### config.mk
export PLATFORM = sky130hd
export DESIGN_NAME = fmq_cell
export DESIGN_NICKNAME = d
export VERILOG_FILES = /design/src/rtl/fmq_pkg.sv /design/src/rtl/fmq_cell.sv
export SDC_FILE = /design/constraint.sdc
export NUM_CORES = 1
export LEC_CHECK = 0
export BUFFER_PORTS_ARGS = -buffer_cell sky130_fd_sc_hd__buf_2
export CORE_AREA = 3 3 394 396
export DETAILED_ROUTE_END_ITERATION = 10
export DIE_AREA = 0 0 397 399
export PLACE_DENSITY = 0.35
export SLEW_MARGIN = 20
export SYNTH_ARGS = -nofsm -noshare
export SYNTH_HDL_FRONTEND = slang
export SYNTH_SLANG_ARGS = --single-unit
export TNS_END_PERCENT = 1
### constraint.sdc
create_clock -name clk -period 13.4 [get_ports clk]
set_input_delay 2.68 -clock clk [delete_from_list [all_inputs] [get_ports clk]]
set_output_delay 2.68 -clock clk [all_outputs]
set_load 0.02 [all_outputs]
### src/rtl/fmq_pkg.sv
// Shared types and constants for the filtered message queue.
package fmq_pkg;

    localparam int          QUEUE_DEPTH_DEF = 16;
    localparam logic [31:0] QUIT_CODE_RST   = 32'd18;
    localparam logic [31:0] CODE_ALL_ONES   = 32'hFFFF_FFFF;

    typedef enum logic [1:0] {
        REQ_POST = 2'd0,
        REQ_GET  = 2'd1,
        REQ_PEEK = 2'd2
    } req_type_t;

    typedef enum logic [1:0] {
        ST_OK       = 2'd0,
        ST_NO_MATCH = 2'd1,
        ST_CLOSED   = 2'd2,
        ST_FULL     = 2'd3
    } status_t;

    typedef enum logic {
        S_IDLE    = 1'b0,
        S_SQUEEZE = 1'b1
    } state_t;

    typedef struct packed {
        logic [15:0] window;
        logic [31:0] code;
        logic [63:0] param;
        logic [63:0] long_p;
    } entry_t;

    typedef struct packed {
        logic        eval;
        logic        is_get;
        logic        is_peek;
        logic        rem;
        logic        post;
        logic        squeeze;
        logic [15:0] filt_window;
        logic [31:0] lo;
        logic [31:0] hi;
        logic [31:0] quit_code;
        entry_t      entry;
    } ctrl_t;

    typedef struct packed {
        logic   found;
        logic   quit_seen;
        logic   hole;
        logic   prev_valid;
        entry_t sel;
    } fwd_t;

    typedef struct packed {
        logic   valid;
        logic   kill;
        entry_t data;
    } bwd_t;

endpackage

### src/rtl/fmq_cell.sv
// One queue slot: holds an entry, matches it, and shifts down over removed slots.
module fmq_cell (
    input  logic            clk,
    input  logic            rst_n,
    input  fmq_pkg::ctrl_t  ctrl,
    input  fmq_pkg::fwd_t   fwd_in,
    output fmq_pkg::fwd_t   fwd_out,
    input  fmq_pkg::bwd_t   bwd_in,
    output fmq_pkg::bwd_t   bwd_out
);

    logic            valid_reg;
    logic            valid_next;
    logic            kill_reg;
    logic            kill_next;
    fmq_pkg::entry_t data_reg;
    fmq_pkg::entry_t data_next;

    logic win_ok;
    logic code_ok;
    logic is_quit;
    logic cand;
    logic hit;
    logic quit_kill;
    logic hole_seen;

    always_comb
    begin
        win_ok    = (ctrl.filt_window == 16'd0) || (data_reg.window == ctrl.filt_window);
        code_ok   = (data_reg.code >= ctrl.lo) && (data_reg.code <= ctrl.hi);
        is_quit   = (data_reg.code == ctrl.quit_code);
        cand      = valid_reg && win_ok && code_ok && !(ctrl.is_get && is_quit);
        hit       = ctrl.eval && (ctrl.is_get || ctrl.is_peek) && cand && !fwd_in.found;
        quit_kill = ctrl.eval && ctrl.is_get && valid_reg && is_quit && !fwd_in.found;
        hole_seen = fwd_in.hole || kill_reg;

        fwd_out.found      = fwd_in.found || hit;
        fwd_out.quit_seen  = fwd_in.quit_seen || quit_kill;
        fwd_out.hole       = hole_seen;
        fwd_out.prev_valid = valid_reg;
        fwd_out.sel        = fwd_in.sel | (hit ? data_reg : '0);

        bwd_out.valid = valid_reg;
        bwd_out.kill  = kill_reg;
        bwd_out.data  = data_reg;
    end

    always_comb
    begin
        valid_next = valid_reg;
        kill_next  = kill_reg;
        data_next  = data_reg;
        if (ctrl.eval)
        begin
            kill_next = quit_kill || (hit && (ctrl.is_get || ctrl.rem));
            if (ctrl.post && !valid_reg && fwd_in.prev_valid)
            begin
                valid_next = 1'b1;
                data_next  = ctrl.entry;
            end
        end
        else if (ctrl.squeeze && hole_seen)
        begin
            valid_next = bwd_in.valid;
            kill_next  = bwd_in.kill;
            data_next  = bwd_in.data;
        end
    end

    always_ff @(posedge clk or negedge rst_n)
    begin
        if (!rst_n)
        begin
            valid_reg <= 1'b0;
            kill_reg  <= 1'b0;
        end
        else
        begin
            valid_reg <= valid_next;
            kill_reg  <= kill_next;
        end
    end

    always_ff @(posedge clk)
    begin
        data_reg <= data_next;
    end

endmodule

==> results.yml <==
logic_synthesis:
  synthCells: 921
  ys_warn_count: 0
  synth_area_sq_mm: 0.0117
  synth_flop_cell: "edfxtp_1"
  syn_avg_cell_area_sq_um: 12.7
  ys_types: 44
  synth_top_area_share_pct: 45.2
  async_flop_share_pct: 1.12
  synth.area.top_cells: "edfxtp_1, mux2_2, a41o_1"
  ys_seq_area_share_pct: 45.6
  ys_seq_elements: 178
  synth_edf_count: 176
  synth_nets: 1639
  synth_area_leader_cell: "edfxtp_1"
clock_network:
  cts_buffer_depth: 2
  cts-buffers-inserted: 17
  cts_setup_buffers: 0
  cts.reportedPaths.clkPinSlew_ns: 0.10
  root_buffer: "clkbuf_16"
  cts_sinks: 178
  clk_latency_ns: 0.51
  htreeDepth: 4
  postCtsHoldBufs: 0
  cts_resized: 0
  tritoncts: "built"
placement:
  gp_congestion: 0.837
  portBuffers: 1011
  dp_hpwl_mm: 89.9
floorplanning:
  die_y_um: 399
  io_pins: 1012
  initial_core_util_pct: 7.70
  die-area_sq_mm: 0.158
  core-area_sq_mm: 0.152
  core.rowCount: 143
  die_w_um: 397
setup_path:
  criticalPathCategory: "in -> out"
  crit_cells: 12
  cp_slowest_cell: "buf_4"
  reg2reg_from: "bwd_out[129]"
  crit_path_start: "ctrl[254]"
  path_max_fanout: 87
  start_kind: "primary input"
  cp.arrival_ns: 6.56
  timing.rr.end: "kill_reg"
  path_cells: "buf_2 -> inv_1 -> ha_1 -> nand4_1 -> or3_1 -> o32ai_1 -> o41ai_1 -> o211ai_1 -> buf_4 -> buf_4 -> a41o_1 -> buf_2"
  cp_num_buf_inv: 5
  critical_path_required_ns: 10.72
  endpoint_kind: "primary output"
  reg2regPathDepth: 8
  slowest_delay_ns: 0.85
  crit_end: "fwd_out[1]"
  r2r_slack_ns: 10.14
  cp_top_family: "buffers and inverters"
run_status:
  outcome: "finished, final reports clean"
detailed_routing:
  first_pass_iters: 4
  postRouteAntennaNets: 0
  drc: 0
  vias: 13000
  via_per_inst: 3.28
  wl_per_cell_um: 26.2
  drt-initial-drc-count: 869
  wl_mm: 104
grt:
  overflow: 0
  grt_pass1_vias: 13000
  antenna_found_initial: 53
  grt_usage_pct: 12.4
  grt_max_degree: 90
  grt_pass1_wl_mm: 129
pwr:
  report.power.total_w: 0.00180
  vdd_ir_drop_max_mv: 0.0900
  p_sw_w: 0.000684
  netSwitchingFraction_pct: 38.0
  combPwrFrac_pct: 27.5
  p_seq_share_pct: 40.0
  power_density_mw_per_mm2: 90.5
  p_leak_nw: 9.27
  power.share.clock_pct: 32.4
  p_int_w: 0.00112
sta:
  worst_pin_slew_ns: 1.14
  setup_tns_ns: 0
  final_max_slew_viol_count: 0
  rsz0062_at_grt: "no"
  fin_crit_sh_pct: 68.9
  hold_viol_final: 0
  min_period_ns: 9.24
  setup_viol: 0
  skew_ns: 0.0131
  max_freq_ghz: 0.108
  slew_headroom_pct: 24.1
job:
  maxCapViolations: 0
finish:
  ff_latch_area_sq_mm: 0.00534
  syn_to_final_growth_pct: 69.9
  largest_reg_flops: 176
  n_fill_cell: 17400
  nNetsFinal: 2616
  finish.utilization_pct: 13.1
  multi_input_comb_area_sq_mm: 0.00579
  layout-drive-gt1-share_pct: 65.6
min_path:
  hold_class: "reg -> reg"
-- placed cells by master (no fill, tap or decap), types with 3 or more instances in the layout --
cell type,Yosys,routed
buf_2,14,1010
mux2_2,176,176
a41o_1,176,176
edfxtp_1,176,176
inv_1,66,66
ha_1,64,64
xor2_1,47,47
buf_4,4,28
a21oi_1,22,22
diode_2,0,18
nor4_1,18,18
clkbuf_16,0,17
nand4_1,15,15
a21o_1,11,11
nand2_1,10,10
nand3_1,10,10
o21ai_0,6,6
inv_8,0,5
nor2_1,5,5
clkinv_8,0,5
and4_1,3,3
nand2b_1,3,3
o211ai_1,3,3
inv_12,0,3
-- cells by family (layout without fill, tap and decap cells) --
family | count (synthesis) | in the layout | share of synthesized area [%]
buf+inv | 148 | 1138 | 5.02
compound gates | 235 | 235 | 18.5
flops | 178 | 178 | 45.6
other cells | 0 | 18 | 0
xor+xnor | 48 | 48 | 3.59
simple gates | 72 | 72 | 3.47
mux | 176 | 176 | 16.9
fa+ha+maj | 64 | 64 | 6.84
-- worst min path at each step --
stage,start,endpoint,cells past startpoint
3_3_place_gp,kill_reg,kill_reg,3
6_report,kill_reg,kill_reg,3
4_1_cts,kill_reg,kill_reg,3
5_1_grt,kill_reg,kill_reg,3
2_1_floorplan,valid_reg,valid_reg,1
3_5_place_dp,kill_reg,kill_reg,3
-- final cells by class --
type,instances,area share (%)
flip-flops and latches,178,26.8
diodes,18,0.227
inverters,67,1.30
well taps,2030,12.8
repair buffers,1039,26.6
clock buffers,17,2.14
multi-input cells,595,29.1
clock inverters,15,1.01
-- power by group through the flow --
stage	Clock, W	Sequential (W)	Combinational [W]
floorplan	0	0.000740	0.000202
global placement	0	0.000736	0.000506
detailed placement	0	0.000735	0.000503
CTS	0.000633	0.000723	0.000506
global route	0.000641	0.000723	0.000534
finish	0.000584	0.000720	0.000495
-- cells in the mapped netlist (all sizes together), types with 2 or more instances --
cell type / count
a21o: 11
ha: 64
dfrtp: 2
a2111oi: 3
a21oi: 22
buf: 19
mux2: 176
nand2b: 3
inv: 66
xor2: 47
nand3: 10
clkbuf: 62
a211oi: 2
nor4: 18
nand4: 15
and4: 3
o211ai: 3
or2: 2
nand2: 10
a41o: 176
nor2: 5
nor3: 2
edfxtp: 176
o21ai: 6
a221oi: 2
-- metal layers --
layer  global-route usage, %  wire (um)  vias to the layer above
met4                    2.60       1830                        8
met5                       0         50                        -
met1                    15.1      41900                     6435
li1                        -          -                     5758
met2                    21.3      51600                      672
met3                    3.85       8440                      105
-- per-stage QoR --
stage | cells | worst slack (ns) | hold WS (ns) | area, sq um
6_report | 3959 | 4.16 | 0.743 | 19900
5_1_grt | 3942 | 3.96 | 0.812 | 19800
4_1_cts | 3941 | 4.15 | 0.750 | 19800
3_5_place_dp | 3909 | 4.16 | 0.724 | 19200
3_3_place_gp | 3907 | 3.41 | 0.713 | 19200
2_1_floorplan | 921 | 1.96 | 0.564 | 11700
-- worst register-to-register path: cells and delay by family (launching register included) --
family	cells	cell delay, ns
compound gates	5	1.34
fa+ha+maj	1	0.37
buf+inv	2	0.60
flops	1	0.86
No activity file was read; power rests on OpenSTA's default activity.
